--- config.mk ---
export PLATFORM = sky130hd
export DESIGN_NAME = lifetime_extreme_recorder
export DESIGN_NICKNAME = d
export VERILOG_FILES = /design/src/rtl/core/ler_pkg.sv /design/src/rtl/core/lifetime_extreme_recorder.sv
export SDC_FILE = /design/constraint.sdc
export NUM_CORES = 1
export LEC_CHECK = 0
export ABC_CLOCK_PERIOD_IN_PS = 9000
export BUFFER_PORTS_ARGS = -buffer_cell sky130_fd_sc_hd__buf_2
export CORE_ASPECT_RATIO = 0.8
export CORE_MARGIN = 1
export CORE_UTILIZATION = 60
export DETAILED_ROUTE_END_ITERATION = 10
export PLACE_DENSITY = 0.9
export RECOVER_POWER = 100
export SLEW_MARGIN = 20
export SYNTH_ARGS = -nofsm -noshare
export SYNTH_HDL_FRONTEND = slang
export SYNTH_SLANG_ARGS = --single-unit
--- constraint.sdc ---
create_clock -name i_clk -period 9 [get_ports i_clk]
set_input_delay 1.35 -clock i_clk [delete_from_list [all_inputs] [get_ports i_clk]]
set_output_delay 1.35 -clock i_clk [all_outputs]
set_load 0.01 [all_outputs]
--- src/rtl/core/ler_pkg.sv ---
// Shared types, constants and counter-update functions of the lifetime extreme recorder.
package ler_pkg;

    // Field and counter widths
    localparam int SAMPLE_W  = 16;
    localparam int RUN_W     = 4;
    localparam int DAY_SEC_W = 17;
    localparam int ACC_W     = 18;
    localparam int CFG_IDX_W = 2;
    localparam int NUM_RUN   = 7;

    // Configuration register indexes
    localparam logic [CFG_IDX_W-1:0] CFG_PERSIST_LIMIT = 2'd0;
    localparam logic [CFG_IDX_W-1:0] CFG_TEMP_HIGH     = 2'd1;
    localparam logic [CFG_IDX_W-1:0] CFG_TEMP_LOW      = 2'd2;
    localparam logic [CFG_IDX_W-1:0] CFG_DAY_SECONDS   = 2'd3;

    // Configuration reset values
    localparam logic [RUN_W-1:0]            PERSIST_RST   = 4'd2;
    localparam logic signed [SAMPLE_W-1:0]  TEMP_HIGH_RST = 16'sd1200;
    localparam logic signed [SAMPLE_W-1:0]  TEMP_LOW_RST  = -16'sd50;
    localparam logic [DAY_SEC_W-1:0]        DAY_SEC_RST   = 17'd86400;

    // Record reset values
    localparam logic [SAMPLE_W-1:0]         MIN_VOLT_RST  = 16'hFFFF;
    localparam logic signed [SAMPLE_W-1:0]  MIN_TEMP_RST  = 16'sd32767;

    // Run counter slots
    localparam logic [2:0] CH_MAXV = 3'd0;
    localparam logic [2:0] CH_MINV = 3'd1;
    localparam logic [2:0] CH_CHG  = 3'd2;
    localparam logic [2:0] CH_DIS  = 3'd3;
    localparam logic [2:0] CH_ACHG = 3'd4;
    localparam logic [2:0] CH_ADIS = 3'd5;
    localparam logic [2:0] CH_TEMP = 3'd6;

    // Result of advancing one run counter
    typedef struct packed {
        logic             take;
        logic [RUN_W-1:0] cnt;
    } t_bump;

    // Result of one high/low channel update
    typedef struct packed {
        logic             take_hi;
        logic             take_lo;
        logic [RUN_W-1:0] cnt_hi;
        logic [RUN_W-1:0] cnt_lo;
    } t_track;

    // Count one more sample past the record; take it once the run exceeds the limit
    function automatic t_bump bump(input logic [RUN_W-1:0] cnt, input logic [RUN_W-1:0] limit);
        logic [RUN_W:0] nxt;
        t_bump          res;
        nxt = {1'b0, cnt} + {{RUN_W{1'b0}}, 1'b1};
        if (nxt > {1'b0, limit}) begin
            res.take = 1'b1;
            res.cnt  = '0;
        end else begin
            res.take = 1'b0;
            res.cnt  = nxt[RUN_W-1:0];
        end
        return res;
    endfunction

    // High/low channel: above counts high and clears low, below the opposite, inside clears both
    function automatic t_track track(input logic above, input logic below,
                                     input logic [RUN_W-1:0] cnt_hi,
                                     input logic [RUN_W-1:0] cnt_lo,
                                     input logic [RUN_W-1:0] limit);
        t_bump  b;
        t_track res;
        res = '0;
        if (above) begin
            b = bump(cnt_hi, limit);
            res.take_hi = b.take;
            res.cnt_hi  = b.cnt;
        end else if (below) begin
            b = bump(cnt_lo, limit);
            res.take_lo = b.take;
            res.cnt_lo  = b.cnt;
        end
        return res;
    endfunction

endpackage

--- src/rtl/core/lifetime_extreme_recorder.sv ---
// Lifetime extreme recorder: input register, record update logic and result register.
// A request is taken into the input register; its record update then goes into the
// result register along with the record state.
// Takes one request per cycle while o_stall is low; the result stalls on i_stall alone.
// Reset (synchronous, active low): records go to their reset values, run counters,
// second sum and day count clear, configuration registers take their defaults.
module lifetime_extreme_recorder (
    input  logic                i_clk,
    input  logic                i_rst_n,
    // measurement channel
    input  logic                i_valid,
    output logic                o_stall,
    input  logic [15:0]         i_voltage_sample,
    input  logic signed [15:0]  i_current_sample,
    input  logic signed [15:0]  i_avg_current_sample,
    input  logic signed [15:0]  i_temp_sample,
    input  logic [15:0]         i_elapsed_sec,
    // result channel
    output logic                o_valid,
    input  logic                i_stall,
    output logic [15:0]         o_rec_max_voltage,
    output logic [15:0]         o_rec_min_voltage,
    output logic signed [15:0]  o_rec_max_charge,
    output logic signed [15:0]  o_rec_max_discharge,
    output logic signed [15:0]  o_rec_max_avg_charge,
    output logic signed [15:0]  o_rec_max_avg_discharge,
    output logic signed [15:0]  o_rec_max_temp,
    output logic signed [15:0]  o_rec_min_temp,
    output logic [15:0]         o_day_count,
    // configuration write channel
    input  logic                i_cfg_valid,
    output logic                o_cfg_ready,
    input  logic [1:0]          i_cfg_index,
    input  logic [16:0]         i_cfg_data
);

    localparam int SW = ler_pkg::SAMPLE_W;
    localparam int RW = ler_pkg::RUN_W;

    // configuration registers
    logic [RW-1:0]                    r_persist_limit;
    logic signed [SW-1:0]             r_temp_high;
    logic signed [SW-1:0]             r_temp_low;
    logic [ler_pkg::DAY_SEC_W-1:0]    r_day_seconds;

    // input stage
    logic                 r_s1_valid;
    logic [SW-1:0]        r_volt;
    logic signed [SW-1:0] r_cur;
    logic signed [SW-1:0] r_avg;
    logic signed [SW-1:0] r_temp;
    logic [SW-1:0]        r_elapsed;

    // records and counters
    logic [SW-1:0]        r_max_volt, n_max_volt;
    logic [SW-1:0]        r_min_volt, n_min_volt;
    logic signed [SW-1:0] r_chg, n_chg;
    logic signed [SW-1:0] r_dis, n_dis;
    logic signed [SW-1:0] r_achg, n_achg;
    logic signed [SW-1:0] r_adis, n_adis;
    logic signed [SW-1:0] r_max_temp, n_max_temp;
    logic signed [SW-1:0] r_min_temp, n_min_temp;
    logic [RW-1:0]        r_run_cnt [ler_pkg::NUM_RUN];
    logic [RW-1:0]        n_run_cnt [ler_pkg::NUM_RUN];
    logic [ler_pkg::ACC_W-1:0] r_sec_acc, n_sec_acc;
    logic [SW-1:0]        r_days, n_days;

    // result stage
    logic r_out_valid;

    // pipeline control
    logic s1_load;
    logic s2_load;

    ler_pkg::t_track trk_v;
    ler_pkg::t_track trk_c;
    ler_pkg::t_track trk_a;
    ler_pkg::t_bump  bmp_t;
    logic            temp_ok;
    logic [ler_pkg::ACC_W-1:0] acc_sum;

    // result register moves when empty or being taken; input register follows it
    assign s2_load     = r_s1_valid && (!r_out_valid || !i_stall);
    assign s1_load     = !r_s1_valid || s2_load;
    assign o_stall     = !s1_load;
    assign o_valid     = r_out_valid;
    assign o_cfg_ready = 1'b1;

    // configuration writes
    always_ff @(posedge i_clk) begin
        if (!i_rst_n) begin
            r_persist_limit <= ler_pkg::PERSIST_RST;
            r_temp_high     <= ler_pkg::TEMP_HIGH_RST;
            r_temp_low      <= ler_pkg::TEMP_LOW_RST;
            r_day_seconds   <= ler_pkg::DAY_SEC_RST;
        end else if (i_cfg_valid) begin
            unique case (i_cfg_index)
                ler_pkg::CFG_PERSIST_LIMIT: r_persist_limit <= i_cfg_data[RW-1:0];
                ler_pkg::CFG_TEMP_HIGH:     r_temp_high     <= $signed(i_cfg_data[SW-1:0]);
                ler_pkg::CFG_TEMP_LOW:      r_temp_low      <= $signed(i_cfg_data[SW-1:0]);
                ler_pkg::CFG_DAY_SECONDS:   r_day_seconds   <= i_cfg_data;
                default: ;
            endcase
        end
    end

    // input register
    always_ff @(posedge i_clk) begin
        if (!i_rst_n) begin
            r_s1_valid <= 1'b0;
        end else if (s1_load) begin
            r_s1_valid <= i_valid;
        end
    end

    always_ff @(posedge i_clk) begin
        if (s1_load && i_valid) begin
            r_volt    <= i_voltage_sample;
            r_cur     <= i_current_sample;
            r_avg     <= i_avg_current_sample;
            r_temp    <= i_temp_sample;
            r_elapsed <= i_elapsed_sec;
        end
    end

    // record update for the registered sample
    always_comb begin
        trk_v = ler_pkg::track(r_volt > r_max_volt, r_volt < r_min_volt,
                               r_run_cnt[ler_pkg::CH_MAXV], r_run_cnt[ler_pkg::CH_MINV],
                               r_persist_limit);
        trk_c = ler_pkg::track(r_cur > r_chg, r_cur < r_dis,
                               r_run_cnt[ler_pkg::CH_CHG], r_run_cnt[ler_pkg::CH_DIS],
                               r_persist_limit);
        trk_a = ler_pkg::track(r_avg > r_achg, r_avg < r_adis,
                               r_run_cnt[ler_pkg::CH_ACHG], r_run_cnt[ler_pkg::CH_ADIS],
                               r_persist_limit);
        bmp_t = ler_pkg::bump(r_run_cnt[ler_pkg::CH_TEMP], r_persist_limit);

        n_run_cnt = r_run_cnt;
        n_run_cnt[ler_pkg::CH_MAXV] = trk_v.cnt_hi;
        n_run_cnt[ler_pkg::CH_MINV] = trk_v.cnt_lo;
        n_run_cnt[ler_pkg::CH_CHG]  = trk_c.cnt_hi;
        n_run_cnt[ler_pkg::CH_DIS]  = trk_c.cnt_lo;
        n_run_cnt[ler_pkg::CH_ACHG] = trk_a.cnt_hi;
        n_run_cnt[ler_pkg::CH_ADIS] = trk_a.cnt_lo;

        n_max_volt = trk_v.take_hi ? r_volt : r_max_volt;
        n_min_volt = trk_v.take_lo ? r_volt : r_min_volt;
        n_chg      = trk_c.take_hi ? r_cur : r_chg;
        n_dis      = trk_c.take_lo ? r_cur : r_dis;
        n_achg     = trk_a.take_hi ? r_avg : r_achg;
        n_adis     = trk_a.take_lo ? r_avg : r_adis;

        // temperature: one shared counter, ignored outside the window
        temp_ok    = (r_temp < r_temp_high) && (r_temp > r_temp_low);
        n_max_temp = r_max_temp;
        n_min_temp = r_min_temp;
        if (temp_ok) begin
            priority if (r_temp > r_max_temp) begin
                n_run_cnt[ler_pkg::CH_TEMP] = bmp_t.cnt;
                if (bmp_t.take) n_max_temp = r_temp;
            end else if (r_temp < r_min_temp) begin
                n_run_cnt[ler_pkg::CH_TEMP] = bmp_t.cnt;
                if (bmp_t.take) n_min_temp = r_temp;
            end else begin
                n_run_cnt[ler_pkg::CH_TEMP] = '0;
            end
        end

        // day accounting
        acc_sum = r_sec_acc + {{(ler_pkg::ACC_W-SW){1'b0}}, r_elapsed};
        if (acc_sum > {{(ler_pkg::ACC_W-ler_pkg::DAY_SEC_W){1'b0}}, r_day_seconds}) begin
            n_sec_acc = '0;
            n_days    = r_days + 16'd1;
        end else begin
            n_sec_acc = acc_sum;
            n_days    = r_days;
        end
    end

    // record state
    always_ff @(posedge i_clk) begin
        if (!i_rst_n) begin
            r_max_volt <= '0;
            r_min_volt <= ler_pkg::MIN_VOLT_RST;
            r_chg      <= '0;
            r_dis      <= '0;
            r_achg     <= '0;
            r_adis     <= '0;
            r_max_temp <= '0;
            r_min_temp <= ler_pkg::MIN_TEMP_RST;
            r_run_cnt  <= '{default: '0};
            r_sec_acc  <= '0;
            r_days     <= '0;
        end else if (s2_load) begin
            r_max_volt <= n_max_volt;
            r_min_volt <= n_min_volt;
            r_chg      <= n_chg;
            r_dis      <= n_dis;
            r_achg     <= n_achg;
            r_adis     <= n_adis;
            r_max_temp <= n_max_temp;
            r_min_temp <= n_min_temp;
            r_run_cnt  <= n_run_cnt;
            r_sec_acc  <= n_sec_acc;
            r_days     <= n_days;
        end
    end

    // result register
    always_ff @(posedge i_clk) begin
        if (!i_rst_n) begin
            r_out_valid <= 1'b0;
        end else if (!r_out_valid || !i_stall) begin
            r_out_valid <= r_s1_valid;
        end
    end

    always_ff @(posedge i_clk) begin
        if (s2_load) begin
            o_rec_max_voltage       <= n_max_volt;
            o_rec_min_voltage       <= n_min_volt;
            o_rec_max_charge        <= n_chg;
            o_rec_max_discharge     <= n_dis;
            o_rec_max_avg_charge    <= n_achg;
            o_rec_max_avg_discharge <= n_adis;
            o_rec_max_temp          <= n_max_temp;
            o_rec_min_temp          <= n_min_temp;
            o_day_count             <= n_days;
        end
    end

endmodule
==> flow_metrics.tcl, run 1 <==
set metrics [dict create \
    cp.required_ns 9.45 \
    die_area_sq_um 40800 \
    final_common_cell "nand2_1" \
    synth_top_area_share_pct 28.0 \
    synthArstFlopShare_pct 0 \
    dp_hpwl_um 40000 \
    clk_latency_ns 0.57 \
    yosysTopAreaCell "edfxtp_1" \
    drt_iter0_drc 1523 \
    outcome "complete, but fails checks" \
    hold_class "flop to flop" \
    syn-mean-instance-area_sq_um 10.4 \
    syn_to_final_growth_pct 11.8 \
    antenna_found_initial 0 \
    grtUsageTotal_pct 27.7 \
    rows 65 \
    power_density_nw_per_um2 179 \
    grt_pass1_wl_um 91500 \
    synth_area_sq_um 24000 \
    num_antenna_cells 0 \
    yosysWarnings 0 \
    critPathKind "input pin to flop" \
    violations "max-capacitance violations, max-slew violations" \
    largest_register_ffs 28 \
    ant_nets 0 \
    die_x_um 226 \
    rsz0062_at_grt "no" \
    initial_core_util_pct 60.9 \
    dr.pass1.iters 7 \
    holdBufCountCts 0 \
    setup_violations 0 \
    synth_fp_nets 2628 \
    cts_inserted_buffers 46 \
    ys_seq_elements 469 \
    relSlewSlack_pct -99.8 \
    synth_cell_type_count 94 \
    io_pins 251 \
    cts_root_buf "clkbuf_16" \
    clock_skew_ns 0.0189 \
    drc 0 \
    port_buffers 249 \
    slew_viol_final 432 \
    max_freq_mhz 164 \
    seq_area_frac_synth_pct 48.4 \
    dpl-instance-area_sq_um 25600 \
    whs_ns 0.460 \
    fin_crit_sh_pct 67.9 \
    top_regs "r_run_cnt: 28 flops, r_sec_acc: 18 flops, r_day_seconds: 17 flops" \
    worst-path-max-fanout 90 \
    hold_viol_final 0 \
    tightest_slew_ns 3.00 \
    core-area_sq_um 39400 \
    endpoint_kind "flop" \
    die_h_um 181 \
    regMostFlops "r_run_cnt" \
    cts_sinks 469 \
    path_clk_slew_ns 0.06 \
    drt_wl_total_um 56900 \
    leakagePower_nw 10.9 \
    vias_per_cell 5.86 \
    layout_common_cells "nand2_1 (324), dfxtp_1 (245), ha_1 (224), edfxtp_1 (224), inv_1 (218)" \
    cts_tree "built" \
    cts-htree-levels 2 \
    start_kind "input pin" \
    setup_tns_ns 0 \
    drv_cap 8 \
    period_minus_slack_ns 6.11 \
    vias 18100 \
    synthCells 2299 \
    grt_overflow 0 \
    crit_arrival_ns 6.56 \
    post_cts_buffers 0 \
    nets 2845 \
    clockBufferDepth 3 \
    first_global_vias 18100 \
    ir_worst_vdd_uv 151 \
    cts_resized 0 \
    final_core_util_pct 68.0 \
    gp_congestion 0.943 \
    drive_gt1_share_pct 10.7 \
    synth-edff-count 224 \
    wl_per_cell_um 18.4 \
    grt_max_degree 150 \
    final_area_sq_um 26800 \
    synth_ff_type "dfxtp_1" \
    ys_top_cells_by_area "edfxtp_1 (28%), dfxtp_1 (20%), ha_1 (12%)" \
]
## area by class of cell
class / count / area, sq um
sequential: 469 / 11600
fill: 3006 / 12600
clock inverter: 28 / 256
timing repair buffer: 261 / 1110
multi-input combinational: 1519 / 11100
tap: 536 / 671
clock buffer: 57 / 1240
inverter: 219 / 827
## cells by family (layout without fill, tap and decap cells)
group | count (synthesis) | count (layout) | share of synthesized area, %
buffers and inverters | 311 | 565 | 5.19
muxes | 188 | 188 | 8.29
DFF | 469 | 469 | 48.4
and+or+nand+nor | 643 | 643 | 12.8
adders and majority gates | 225 | 225 | 11.8
AOI/OAI and AO/OA | 416 | 416 | 11.8
xor gates and xnor gates | 46 | 46 | 1.68
other | 1 | 1 | 0.0156
## metrics by stage
step                      std cells  total power (W)  setup slack, ns
after detailed placement       3004          0.00293             4.31
final                          3089          0.00479             2.89
after global placement         3004          0.00290             4.49
after global routing           3089          0.00497             2.53
after CTS                      3089          0.00483             4.45
after floorplan                2299          0.00277             2.33
## cells in the mapped netlist (9+ instances only)
cell type / count
ha_1: 224
o21a_1: 23
buf_2: 15
and3_1: 15
mux2i_1: 102
a211oi_1: 12
a21oi_1: 59
nand3_1: 82
nand2b_1: 19
nand4_1: 31
nor2b_1: 30
xnor2_1: 22
mux2_2: 84
or3_1: 17
o211ai_1: 66
nand2_1: 324
a21o_1: 26
nor3_1: 14
clkbuf_1: 60
a21boi_0: 34
edfxtp_1: 224
xor2_1: 24
a21boi_1: 17
and2_1: 9
dfxtp_1: 245
nor2_1: 54
inv_1: 218
o21ai_0: 96
## per-layer routing
layer	track usage (%)	wire (um)	part of all wire, %
met5	0	0	0
met4	7.84	1270	2.2
met3	4.13	3880	6.8
met2	46.0	26900	47
met1	37.6	24800	44
## report_power, final
| group | leakage [nW] | total [W] | internal, W | switching (W) |
|---|---|---|---|---|
| Clock | 0.733 | 0.00190 | 0.00108 | 0.000826 |
| Combinational | 6.11 | 0.000510 | 0.000192 | 0.000318 |
| Sequential | 4.06 | 0.00238 | 0.00232 | 0.0000598 |
| Total | 10.9 | 0.00479 | 0.00359 | 0.00120 |
## worst paths after layout
| path | cells after the start | slack [ns] | startpoint | to |
|---|---|---|---|---|
| setup / recovery | 8 | 2.89 | i_stall | r_adis[3] |
| hold / removal | 2 | 0.46 | r_max_temp[14] | r_max_temp[14] |
| setup reg to reg | 16 | 2.97 | r_sec_acc[0] | r_days[6] |
| hold reg to reg | 2 | 0.46 | r_max_temp[14] | r_max_temp[14] |
## critical path, cell delays in order
cell      delay, ns
clkbuf_1       0.11
nand2_1        0.08
nand2_2        0.06
clkbuf_1       2.10
inv_6          0.98
buf_4          0.62
nand4_1        0.88
mux2i_1        0.28
Power figures use the tool's default switching activity.
==> run 2, diff against run 1 <==
--- a/config.mk
+++ b/config.mk
@@ -5,13 +5,13 @@
 export SDC_FILE = /design/constraint.sdc
 export NUM_CORES = 1
 export LEC_CHECK = 0
-export ABC_CLOCK_PERIOD_IN_PS = 9000
+export ABC_CLOCK_PERIOD_IN_PS = 5540
 export BUFFER_PORTS_ARGS = -buffer_cell sky130_fd_sc_hd__buf_2
 export CORE_ASPECT_RATIO = 0.8
 export CORE_MARGIN = 1
-export CORE_UTILIZATION = 60
+export CORE_UTILIZATION = 54
 export DETAILED_ROUTE_END_ITERATION = 10
-export PLACE_DENSITY = 0.9
+export PLACE_DENSITY = 0.86
 export RECOVER_POWER = 100
 export SLEW_MARGIN = 20
 export SYNTH_ARGS = -nofsm -noshare
==> constraint.sdc (replaced) <==
create_clock -name i_clk -period 5.54 [get_ports i_clk]
set_input_delay 0.831 -clock i_clk [delete_from_list [all_inputs] [get_ports i_clk]]
set_output_delay 0.831 -clock i_clk [all_outputs]
set_load 0.01 [all_outputs]
==> flow_metrics.tcl, run 2 (synthesis results as in run 1) <==
set metrics [dict create \
    cts-htree-levels 2 \
    die_h_um 191 \
    antenna_found_initial 1 \
    nets 2847 \
    p_sw_w 0.00197 \
    first_global_vias 17800 \
    drc 0 \
    dp_hpwl_um 40100 \
    dr.pass1.iters 6 \
    setup_slack_ns 0.543 \
    timing.rr.start "r_elapsed[0]" \
    violations "max-capacitance violations, max-slew violations" \
    rsz0062_at_grt "no" \
    worst-path-max-fanout 34 \
    grt_pass1_wl_um 90700 \
    relSlewSlack_pct -115 \
    seqPwrFrac_pct 48.7 \
    ir_worst_vdd_uv 362 \
    cts_resized 0 \
    largest_register_ffs 28 \
    r2r_slack_ns 0.54 \
    cts_inserted_buffers 47 \
    gp_congestion 0.906 \
    slew_viol_final 497 \
    ant_nets 0 \
    drt_wl_total_um 57900 \
    wl_per_cell_um 18.4 \
    clock_skew_ns 0.0130 \
    drive_gt1_share_pct 10.4 \
    setup_violations 0 \
    clk_latency_ns 0.58 \
    io_pins 251 \
    grtUsageTotal_pct 25.0 \
    cts_root_buf "clkbuf_16" \
    start_kind "flop" \
    max_freq_mhz 200 \
    cts_sinks 469 \
    crit_arrival_ns 5.31 \
    crit_path_start "r_elapsed[0]" \
    die_area_sq_um 45300 \
    cp.required_ns 5.86 \
    post_cts_buffers 0 \
    r2r-end "o_day_count[3]" \
    core-area_sq_um 43500 \
    hold_class "input pin to flop" \
    rows 68 \
    p_comb_share_pct 10.5 \
    hold_viol_final 0 \
    setup.worst_path.end "o_day_count[3]" \
    power_density_nw_per_um2 294 \
    place_ws_ns 0.913 \
    vias 18100 \
    port_buffers 249 \
    clockPowerShare_pct 40.8 \
    grt_overflow 0 \
    period_minus_slack_ns 5.00 \
    num_antenna_cells 0 \
    tightest_slew_ns 3.23 \
    final_common_cell "nand2_1" \
    holdBufCountCts 0 \
    grt_max_degree 170 \
    setup_tns_ns 0 \
    syn_to_final_growth_pct 12.3 \
    drv_cap 7 \
    outcome "complete, but fails checks" \
    endpoint_kind "flop" \
    p_sw_share_pct 24.8 \
    drt_iter0_drc 1267 \
    rr_worst_depth 16 \
    clockBufferDepth 3 \
    critPathKind "flop to flop" \
    layout_common_cells "nand2_1 (325), dfxtp_1 (245), ha_1 (224), edfxtp_1 (224), inv_1 (218)" \
    initial_core_util_pct 55.2 \
    path_clk_slew_ns 0.06 \
    top_regs "r_run_cnt: 28 flops, r_sec_acc: 18 flops, r_day_seconds: 17 flops" \
    fin_crit_sh_pct 90.2 \
    cts_tree "built" \
    min_from "i_voltage_sample[1]" \
    regMostFlops "r_run_cnt" \
    internal_power_w 0.00596 \
    leakagePower_nw 10.9 \
    vias_per_cell 5.73 \
    die_x_um 238 \
]
run 2: cell count changes in the layout (fill, tap and decap cells not counted), moves of 3 or more:
| cell | delta |
|---|---|
| mux2_1 | -3 |
| clkbuf_1 | +7 |
| and2_1 | +5 |
| clkinv_1 | +4 |
| clkinv_4 | -5 |
| clkinv_2 | -5 |
| mux2_2 | +3 |
| and2_0 | -6 |
run 2: final cells by class:
cell class	instances	area, sq um
fillers	3476	16500
flip-flops and latches	469	11600
multi-input cells	1519	11100
clock buffers	63	1300
repair buffers	262	1110
inverters	219	827
well taps	595	744
clock inverters	22	245
run 2: worst min path at each step:
stage	endpoint	slack [ns]	cells past startpoint
5_1_grt	r_avg[13]	0.40	1
2_1_floorplan	r_sec_acc[0]	0.43	2
3_5_place_dp	r_sec_acc[3]	0.45	2
3_3_place_gp	r_max_temp[8]	0.44	2
4_1_cts	r_volt[1]	0.40	1
6_report	r_volt[1]	0.43	1
run 2: metal layers:
metal	vias to the layer above	routed length (um)	track usage, %
met1	8668	25500	32.8
li1	8631	-	-
met5	-	12	0
met2	632	26600	41.1
met4	2	1540	8.44
met3	123	4200	5.24
run 2: power groups by stage:
stage | registers [W] | clock network (W) | logic [W]
3_3_place_gp | 0.00392 | 0 | 0.000799
3_5_place_dp | 0.00393 | 0 | 0.000838
4_1_cts | 0.00385 | 0.00329 | 0.000847
5_1_grt | 0.00387 | 0.00341 | 0.000922
2_1_floorplan | 0.00392 | 0 | 0.000567
6_report | 0.00386 | 0.00323 | 0.000833
run 2: through the flow:
stage / power (W) / area (sq um) / cells / hold slack (ns) / util (%)
finish: 0.00792 / 27000 / 3149 / 0.426 / 62.0
global route: 0.00820 / 27000 / 3149 / 0.401 / 62.0
CTS: 0.00799 / 27300 / 3149 / 0.395 / 62.7
detailed placement: 0.00476 / 25700 / 3064 / 0.450 / 59.2
global placement: 0.00472 / 25700 / 3064 / 0.441 / 59.2
floorplan: 0.00449 / 24000 / 2299 / 0.434 / -
run 2: worst max-delay path, cell delays in order, from the launching register on:
cell	delay, ns
edfxtp_1	0.36
ha_1	0.17
inv_1	0.05
fa_1	0.41
nor2b_1	0.18
o31a_1	0.25
o2111ai_1	0.17
a31oi_1	0.44
o211ai_1	0.25
ha_1	0.36
nand4_1	0.13
nor3_1	0.33
a31oi_1	0.19
a221oi_4	0.46
and2_2	0.66
nor2_1	0.14
xor2_1	0.17
